--- config.mk ---
export PLATFORM = sky130hd
export DESIGN_NAME = indexed_insert_remove_array
export DESIGN_NICKNAME = d
export VERILOG_FILES = /design/src/rtl/iira_pkg.sv /design/src/rtl/iira_cell.sv /design/src/rtl/indexed_insert_remove_array.sv
export VERILOG_INCLUDE_DIRS = /design/src /design/src/rtl
export SDC_FILE = /design/constraint.sdc
export NUM_CORES = 1
export LEC_CHECK = 0
export ABC_AREA = 1
export BUFFER_PORTS_ARGS = -buffer_cell sky130_fd_sc_hd__buf_2
export CAP_MARGIN = 20
export CORE_MARGIN = 3
export CORE_UTILIZATION = 34
export CTS_CLUSTER_SIZE = 24
export DETAILED_ROUTE_END_ITERATION = 16
export SLEW_MARGIN = 20
export SYNTH_ARGS = -nofsm -noshare
export SYNTH_HDL_FRONTEND = slang
export SYNTH_HIERARCHICAL = 1
export SYNTH_SLANG_ARGS = --single-unit
--- constraint.sdc ---
create_clock -name i_clk -period 6.4 [get_ports i_clk]
set_input_delay 1.28 -clock i_clk [delete_from_list [all_inputs] [get_ports i_clk]]
set_output_delay 1.28 -clock i_clk [all_outputs]
set_load 0.01 [all_outputs]
--- src/rtl/indexed_insert_remove_array_assert.svh ---
// Assertion macros shared by the indexed insert and remove array.
`ifndef INDEXED_INSERT_REMOVE_ARRAY_ASSERT_SVH
`define INDEXED_INSERT_REMOVE_ARRAY_ASSERT_SVH

// Same-cycle implication, disabled while reset is held.
`define IIRA_ASSERT_NOW(label, clk, rst_n, cond, prop, msg) \
    label: assert property (@(posedge clk) disable iff (!rst_n) (cond) |-> (prop)) \
        else $error(msg);

// Next-cycle implication, disabled while reset is held.
`define IIRA_ASSERT_NEXT(label, clk, rst_n, cond, prop, msg) \
    label: assert property (@(posedge clk) disable iff (!rst_n) (cond) |=> (prop)) \
        else $error(msg);

`endif

--- src/rtl/iira_pkg.sv ---
// Types, codes and sizes shared by the indexed insert and remove array.
`timescale 1ns / 1ps

package iira_pkg;

    localparam int CAPACITY  = 16;
    localparam int IDX_W     = $clog2(CAPACITY);
    localparam int CNT_W     = $clog2(CAPACITY + 1);
    localparam int POS_W     = 5;
    localparam int CNT_OUT_W = 5;
    localparam int DATA_W    = 32;
    localparam int CMP_W     = (CNT_W > POS_W) ? CNT_W : POS_W;

    localparam logic [1:0] OP_APPEND = 2'd0;
    localparam logic [1:0] OP_INSERT = 2'd1;
    localparam logic [1:0] OP_REMOVE = 2'd2;
    localparam logic [1:0] OP_READ   = 2'd3;

    localparam logic [1:0] ST_OK        = 2'd0;
    localparam logic [1:0] ST_BAD_INDEX = 2'd1;
    localparam logic [1:0] ST_FULL      = 2'd2;
    localparam logic [1:0] ST_EMPTY     = 2'd3;

    localparam logic [1:0] CELL_HOLD   = 2'd0;
    localparam logic [1:0] CELL_INSERT = 2'd1;
    localparam logic [1:0] CELL_REMOVE = 2'd2;

    typedef struct packed {
        logic [1:0]              opcode;
        logic [POS_W-1:0]        position;
        logic signed [DATA_W-1:0] data_in;
    } t_in;

    typedef struct packed {
        logic signed [DATA_W-1:0] data_out;
        logic [1:0]               status;
        logic [CNT_OUT_W-1:0]     entry_count;
    } t_out;

    typedef struct packed {
        logic [1:0]               op;
        logic [IDX_W-1:0]         pos;
        logic [IDX_W-1:0]         rd_pos;
        logic signed [DATA_W-1:0] value;
    } t_cell_cmd;

endpackage

--- src/rtl/iira_cell.sv ---
// One storage cell of the array: holds one entry and shifts with its neighbours.
`timescale 1ns / 1ps

module iira_cell (
    input  logic                                 i_clk,
    input  logic [iira_pkg::IDX_W-1:0]           i_index,
    input  iira_pkg::t_cell_cmd                  i_cmd,
    input  logic signed [iira_pkg::DATA_W-1:0]   i_left,
    input  logic signed [iira_pkg::DATA_W-1:0]   i_right,
    output logic signed [iira_pkg::DATA_W-1:0]   o_entry,
    output logic signed [iira_pkg::DATA_W-1:0]   o_rd_data
);

    logic signed [iira_pkg::DATA_W-1:0] r_entry;
    logic signed [iira_pkg::DATA_W-1:0] n_entry;

    always_comb begin
        n_entry = r_entry;
        unique case (i_cmd.op)
            iira_pkg::CELL_INSERT: begin
                if (i_index == i_cmd.pos) begin
                    n_entry = i_cmd.value;
                end else if (i_index > i_cmd.pos) begin
                    n_entry = i_left;
                end
            end
            iira_pkg::CELL_REMOVE: begin
                if (i_index >= i_cmd.pos) begin
                    n_entry = i_right;
                end
            end
            default: begin
                n_entry = r_entry;
            end
        endcase
    end

    always_ff @(posedge i_clk) begin
        r_entry <= n_entry;
    end

    assign o_entry   = r_entry;
    assign o_rd_data = (i_index == i_cmd.rd_pos) ? r_entry : '0;

endmodule

--- src/rtl/indexed_insert_remove_array.sv ---
// Top level of the indexed insert and remove array: control, cell row and result register.
`timescale 1ns / 1ps
//
//  Channel  | Valid   | Ready   | Payload
//  ---------+---------+---------+---------------------------------------
//  input    | i_valid | o_ready | i_data (opcode, position, data_in)
//  output   | o_valid | i_ready | o_data (data_out, status, entry_count)
//
// One item is accepted per cycle while o_ready is high; its result is then registered.
// Every cell of the row updates on the same edge, so insert and remove shift the row at once.
// Reset clears the entry count and the output valid; entries are not cleared.
// The input is stalled only while a result waits in the output register and is not taken.

module indexed_insert_remove_array (
    input  logic           i_clk,
    input  logic           i_rst_n,
    input  logic           i_valid,
    output logic           o_ready,
    input  iira_pkg::t_in  i_data,
    output logic           o_valid,
    input  logic           i_ready,
    output iira_pkg::t_out o_data
);

    `include "indexed_insert_remove_array_assert.svh"

    logic [iira_pkg::CNT_W-1:0] r_count;
    logic [iira_pkg::CNT_W-1:0] n_count;
    logic                       r_out_valid;
    iira_pkg::t_out             r_out;
    iira_pkg::t_out             n_out;
    logic [1:0]                 n_status;
    iira_pkg::t_cell_cmd        cmd;
    logic                       in_fire;
    logic                       full;
    logic [iira_pkg::CMP_W-1:0] pos_x;
    logic [iira_pkg::CMP_W-1:0] cnt_x;
    logic [iira_pkg::IDX_W-1:0] last_idx;
    logic signed [iira_pkg::DATA_W-1:0] rd_data;

    logic signed [iira_pkg::DATA_W-1:0] cell_entry [iira_pkg::CAPACITY];
    logic signed [iira_pkg::DATA_W-1:0] cell_rd    [iira_pkg::CAPACITY];

    assign o_ready  = !r_out_valid || i_ready;
    assign in_fire  = i_valid && o_ready;
    assign full     = (r_count >= iira_pkg::CNT_W'(iira_pkg::CAPACITY));
    assign pos_x    = iira_pkg::CMP_W'(i_data.position);
    assign cnt_x    = iira_pkg::CMP_W'(r_count);
    assign last_idx = iira_pkg::IDX_W'(r_count - 1'b1);

    always_comb begin
        logic [1:0] op;
        op         = iira_pkg::CELL_HOLD;
        n_status   = iira_pkg::ST_OK;
        n_count    = r_count;
        cmd.pos    = iira_pkg::IDX_W'(pos_x);
        cmd.rd_pos = iira_pkg::IDX_W'(pos_x);
        cmd.value  = i_data.data_in;
        unique case (i_data.opcode)
            iira_pkg::OP_APPEND: begin
                cmd.pos = iira_pkg::IDX_W'(r_count);
                if (full) begin
                    n_status = iira_pkg::ST_FULL;
                end else begin
                    op      = iira_pkg::CELL_INSERT;
                    n_count = r_count + 1'b1;
                end
            end
            iira_pkg::OP_INSERT: begin
                if (pos_x > cnt_x) begin
                    n_status = iira_pkg::ST_BAD_INDEX;
                end else if (full) begin
                    n_status = iira_pkg::ST_FULL;
                end else begin
                    op      = iira_pkg::CELL_INSERT;
                    n_count = r_count + 1'b1;
                end
            end
            iira_pkg::OP_REMOVE: begin
                if (r_count == '0) begin
                    n_status = iira_pkg::ST_EMPTY;
                end else if (pos_x >= cnt_x) begin
                    n_status = iira_pkg::ST_BAD_INDEX;
                end else begin
                    op      = iira_pkg::CELL_REMOVE;
                    n_count = r_count - 1'b1;
                end
            end
            iira_pkg::OP_READ: begin
                if (r_count == '0) begin
                    n_status = iira_pkg::ST_EMPTY;
                end else if (pos_x >= cnt_x) begin
                    cmd.rd_pos = last_idx;
                end
            end
            default: begin
                n_status = iira_pkg::ST_OK;
            end
        endcase
        cmd.op = in_fire ? op : iira_pkg::CELL_HOLD;
    end

    for (genvar g = 0; g < iira_pkg::CAPACITY; g++) begin : g_cell
        logic signed [iira_pkg::DATA_W-1:0] left;
        logic signed [iira_pkg::DATA_W-1:0] right;
        if (g == 0) begin : g_first
            assign left = '0;
        end else begin : g_inner_l
            assign left = cell_entry[g-1];
        end
        if (g == iira_pkg::CAPACITY - 1) begin : g_last
            assign right = '0;
        end else begin : g_inner_r
            assign right = cell_entry[g+1];
        end
        iira_cell u_cell (
            .i_clk     (i_clk),
            .i_index   (iira_pkg::IDX_W'(g)),
            .i_cmd     (cmd),
            .i_left    (left),
            .i_right   (right),
            .o_entry   (cell_entry[g]),
            .o_rd_data (cell_rd[g])
        );
    end

    always_comb begin
        rd_data = '0;
        for (int k = 0; k < iira_pkg::CAPACITY; k++) begin
            rd_data = rd_data | cell_rd[k];
        end
    end

    always_comb begin
        n_out.status      = n_status;
        n_out.entry_count = iira_pkg::CNT_OUT_W'(n_count);
        n_out.data_out    = '0;
        if ((i_data.opcode == iira_pkg::OP_READ) && (n_status == iira_pkg::ST_OK)) begin
            n_out.data_out = rd_data;
        end
    end

    always_ff @(posedge i_clk) begin
        if (!i_rst_n) begin
            r_count     <= '0;
            r_out_valid <= 1'b0;
        end else begin
            if (in_fire) begin
                r_count     <= n_count;
                r_out_valid <= 1'b1;
            end else if (i_ready) begin
                r_out_valid <= 1'b0;
            end
        end
    end

    always_ff @(posedge i_clk) begin
        if (in_fire) begin
            r_out <= n_out;
        end
    end

    assign o_valid = r_out_valid;
    assign o_data  = r_out;

    `IIRA_ASSERT_NOW(a_count_bound, i_clk, i_rst_n, 1'b1,
        r_count <= iira_pkg::CNT_W'(iira_pkg::CAPACITY), "entry count exceeds capacity")
    `IIRA_ASSERT_NEXT(a_grow_by_one, i_clk, i_rst_n,
        in_fire && (n_status == iira_pkg::ST_OK) && ((i_data.opcode == iira_pkg::OP_APPEND) ||
        (i_data.opcode == iira_pkg::OP_INSERT)),
        r_count == $past(r_count) + 1'b1, "successful append or insert did not grow the count")
    `IIRA_ASSERT_NOW(a_empty_count, i_clk, i_rst_n,
        o_valid && (o_data.status == iira_pkg::ST_EMPTY),
        o_data.entry_count == '0, "empty status with a nonzero count")
    `IIRA_ASSERT_NOW(a_refused_zero, i_clk, i_rst_n,
        o_valid && (o_data.status != iira_pkg::ST_OK),
        o_data.data_out == '0, "refused item carries nonzero data")

endmodule

# Word-level counts from Yosys, hierarchy flattened
# Cells that the tools add are included.
# W data, S select, Z words.
# word_totals
reg_bits	557
inputBits	43
output_inout_bits	41
elab_cells	270
# classes
addsub	2
n_lt_le_gt_ge	35
n_eq_ne	67
muxes	103
bitwise_logic	15
n_reduce_logical	27
# op_table
cell	count
$mux W32	64
$pmux W32 S2	16
$or A32 B32 Y32	15
$eq A4 B4 Y1 const A	16
$ne A3 B1 Y1 const B	16
$reduce_and A3 Y1	16
$eq A3 B4 Y1 const A	8
$ge A4 B4 Y1 const A	8
$gt A4 B4 Y1 const A	8
$ne A2 B1 Y1 const B	16
$mux W5	4
$eq A2 B4 Y1 const A	4
$ge A3 B4 Y1 const A	4
$gt A3 B4 Y1 const A	4
$mux W2	8
$mux W4	4
$pmux W5 S3	1
$eq A1 B4 Y1 const A	2
$ge A1 B4 Y1 const A	2
$ge A2 B4 Y1 const A	2
$gt A1 B4 Y1 const A	2
$gt A2 B4 Y1 const A	2
$logic_not A4 Y1	2
$pmux W2 S4	1
other kinds (15)	24

# Longest topological paths before layout
# depth
ltp_word	21
depth_mapped	19
ltp_nobuf	17

# Cells and area by module
# Netlist, hierarchy kept.
# modules_own_cells
mod	n_inst	cells_each	area_per_inst_um2	seq_area_each_um2
iira_cell (g_cell[13].u_cell ...)	12	386	2533.7	960.9
iira_cell (g_cell[10].u_cell ...)	3	386	2560.0	960.9
indexed_insert_remove_array	1	347	3420.8	1291.2
iira_cell (g_cell[0].u_cell)	1	389	2618.8	960.9

# Least setup slack after synthesis
# Ideal clock, no wire load.
# synth_path
path_type	in2reg
start	input i_data[36] (netlist bit)
end	register g_cell[10].u_cell.r_entry, in the netlist g_cell[10].u_cell/o_entry[0] (enable)
setup_ns	0.400
arrival_ns	4.964
t_required_ns	6.000
setup_slack_ns	1.035
path_stages	12
n_path_buf	0
cell_sequence	ha_1 nand2_2 nor2_4 nand2_2 nand3_4 nor2_4 nand3_4 nor2_1 nand2_1 inv_1 nor2_1 a21oi_2
# synth_rtl
element	line	text
start: declaration	indexed_insert_remove_array.sv:19	input iira_pkg::t_in i_data,
end signal: assignment	iira_cell.sv:39	r_entry <= n_entry;
end: declaration	iira_cell.sv:14	logic signed [iira_pkg::DATA_W-1:0] r_entry;

==> summary.md <==
| Metric | Value |
|---|---|
| CTS tree | built |
| Top Ports | 84 |
| CTS Hold Bufs | 0 |
| Worst min-delay path category | flop to flop |
| Die height | around 370 um |
| Worst r2r path cells | 15 |
| Wire length of the first global-routing pass | approximately 220,000 um |
| Minimum clock period | 5.02 ns |
| Final Hold Viols | 0 |
| Total wire length | 144,000 um |
| Netlist Area Pre-Place | around 44,000 um2 |
| Die W | ~370 um |
| Fin crit share | 0.784 |
| CP cell instances | buf_2, ha_1, nand2_2, nor2_4, nand2_2, nand3_1, nand3_2, o21ai_4, nand2_1, nand2_1, nor2_1, nand2_2, nor2_2, nor4_1, a41oi_2 |
| Die Area | 134,000 um2 |
| Highest Clock Rate | between 0.15 and 0.2 GHz |
| H-tree depth | 3 |
| Reg area | 16,700 um2 |
| CP endpoint kind | flop |
| Comb pwr share | 0.209 |
| Synth top area share | 0.375 |
| Layout cell share with drive strength beyond 1 | 0.126 |
| PD cells | 222 nW/um2 |
| Leakage Power | between 20 and 30 nW |
| Clock tree buffer depth | 3 |
| CP Launch Type | input port |
| EDFF count, synth | 551 |
| Cell taking the most area after synthesis | edfxtp_1 |
| Reg2reg setup slack | 1.47 ns |
| Via Count | 38,700 |
| Post-CTS Setup Bufs | 0 |
| Hold path start | o_valid |
| Mapped Cells | ~6,500 |
| R2r endpoint | o_data[16] |
| Most frequent cell after synthesis | nand2_1 |
| CP Capture Point | o_data[16] |
| Reg-to-reg startpoint | cnt_x[4] |
| Status | finished, final reports clean |
| Initial Util | 0.344 |
| Clock power share | 0.371 |
| VDD IR-drop max | 0.155 mV |
| Switching Share | 0.322 |
| Slowest cell on the critical path | nor4_1 |
| Synth top cells by count | nand2_1 (2,220), inv_1 (1,823), edfxtp_1 (551) |
| Cell variety after synth | 39 |
| Max_slew headroom | 0.234 |
| Crit path largest cell delay | 0.98 ns |
| Yosys reg bits | between 500 and 600 |
| Total Power | 0.0107 W |
| RSZ-0062 raised after global routing | no |
| Dpl hpwl | 107,000 um |
| Seq/Total Area, Yosys | 0.378 |
| Clk Latency, worst-skew pair | 0.63 ns |
| Fillers | 13,700 |
| Initial antenna violation count | 9 |
| Post-route setup slack | 1.38 ns |
| First DRT Iteration DRCs | ~4,200 |
| Top cells by area, synth | edfxtp_1 (37%), nand2_1 (19%), inv_1 (16%), nand3_1 (5.9%), nor2_2 (3.7%) |
| Wirelength per Cell | 16.9 um |
| Buffers on Ports | 83 |
| # rows | about 130 |
| Int Power | approximately 0.0073 W |
| Yosys Warn Count | 6 |
| Cts bufs inserted | a little under 70 |
| Multi-input logic area | around 19,000 um2 |
| Worst slack at placement | just over 0.7 ns |
| Clock skew | 0.0307 ns |
| Final #Nets | 6,890 |
| WP data arrival | around 5.4 ns |
| # resized after CTS | 0 |
| Number of global-route vias before repair | 36,000 |
| Remaining routing DRC violations | 0 |
| Setup crit start | i_data[35] |
| CP required | approximately 6.7 ns |
| Largest net degree at the start of global routing | between 40 and 50 |
| Core Region | 128,000 um2 |
| Vias per cell | approximately 4.5 |
| Clock-pin slew on the worst setup and hold paths | 0.06 ns |
| Syn avg cell area | 6.76 um2 |
| Flop pwr share | 0.420 |
| CP Class | input port to flop |
| Async SR Flop Fraction | 0 |
| GPL Wtd Cong | about 0.93 |
| TritonRoute pass-1 iters | 5 |
| Setup TNS | 0 ns |
| Total track usage | 0.210 |
| Final setup violation count | 0 |
| Synth Flop Type | edfxtp_1 |
| CTS root buffer | clkbuf_16 |
| Max FO, Critical Path | 28 |
| Tightest Pin Transition | 1.14 ns |
| Net Sw Power | 0.00346 W |
| Most common cell on crit path | nand2_2 |
| Clock sink count | 557 |
| Max Cap Viol | 0 |
| Final slew viol count | 0 |
| P&R area growth vs syn | 9.62% |
| Detail Route Antenna Nets | 0 |
| Grt ovf | 0 |
[registers in the layout (all words and copies together) (netlist names)]
register / cells
cnt_x: 5
o_data: 39
g_cell.u_cell/o_entry: 512
o_valid: 1
[logic make-up (layout without fill, tap and decap cells)]
group	Yosys count	after routing	share of synthesized area
and+or+nand+nor	3726	3726	0.373
xor gates and xnor gates	5	5	0.000993
DFF	557	557	0.378
other	2	245	0.000170
adders and majority gates	73	73	0.0207
buffers and inverters	2096	2156	0.211
AOI/OAI and AO/OA	67	67	0.0164
[how the worst min path moves through the flow]
stage / end / slack [ns] / depth (start not counted)
global route: o_valid / 0.55 / 2
detailed placement: o_valid / 0.51 / 2
floorplan: g_cell[14].u_cell/o_entry[21] / 0.52 / 2
finish: o_valid / 0.53 / 2
global placement: o_valid / 0.51 / 2
CTS: o_valid / 0.52 / 2
[metal layers]
layer / up-vias / GRT usage / routed length, um
li1: 19400 / - / -
met3: 154 / 0.0430 / 14400
met5: - / 0 / 34
met2: 1553 / 0.314 / 60400
met1: 17600 / 0.308 / 66700
met4: 4 / 0.0509 / 2840
[power by group through the flow]
stage | Clock (W) | Sequential, W | Combinational (W)
after floorplan | 0 | 0.00450 | 0.00166
after global placement | 0 | 0.00458 | 0.00217
after detailed placement | 0 | 0.00458 | 0.00221
after CTS | 0.00406 | 0.00451 | 0.00222
after global routing | 0.00419 | 0.00453 | 0.00252
final | 0.00399 | 0.00451 | 0.00225
[critical path, delay by kind of cell]
| kind | cells | cell delay (ns) |
|---|---|---|
| buffers and inverters | 1 | 0.12 |
| adder cells (fa/ha/maj) | 1 | 0.28 |
| AO/OA/AOI/OAI | 2 | 0.88 |
| AND/OR/NAND/NOR | 11 | 2.71 |
[layout make-up]
cell class                 instances  area share
antenna                            5    0.000259
sequential                       557       0.345
timing repair buffer             185      0.0245
clock inverter                    32     0.00670
inverter                        1850       0.144
clock buffer                      89      0.0388
tap                             1729      0.0447
multi-input combinational       4111       0.397
[through the flow]
step | instances | area (um2) | hold WS [ns] | util
after floorplan | 6764 | 45000 | 0.520 | -
after global placement | 8431 | 46100 | 0.511 | 0.360
after detailed placement | 8432 | 46100 | 0.506 | 0.360
after CTS | 8553 | 48300 | 0.523 | 0.377
after global routing | 8557 | 48400 | 0.546 | 0.377
final | 8558 | 48400 | 0.525 | 0.377
[placed cells by master, fill, tap and decap left out, drive strengths merged]
master    count
xor2          3
bufinv        6
nor2        625
nor3          1
a41oi        32
o211ai        1
xnor2         2
clkinvlp      3
nand3       531
conb        240
nand2      2436
inv        1851
nand4         5
clkbuf       89
clkinv       22
diode         5
dfxtp         6
nor4        128
o21ai         8
buf         185
ha           73
a21oi        25
a22oi         1
edfxtp      551
(Power assumes the default switching activity.)
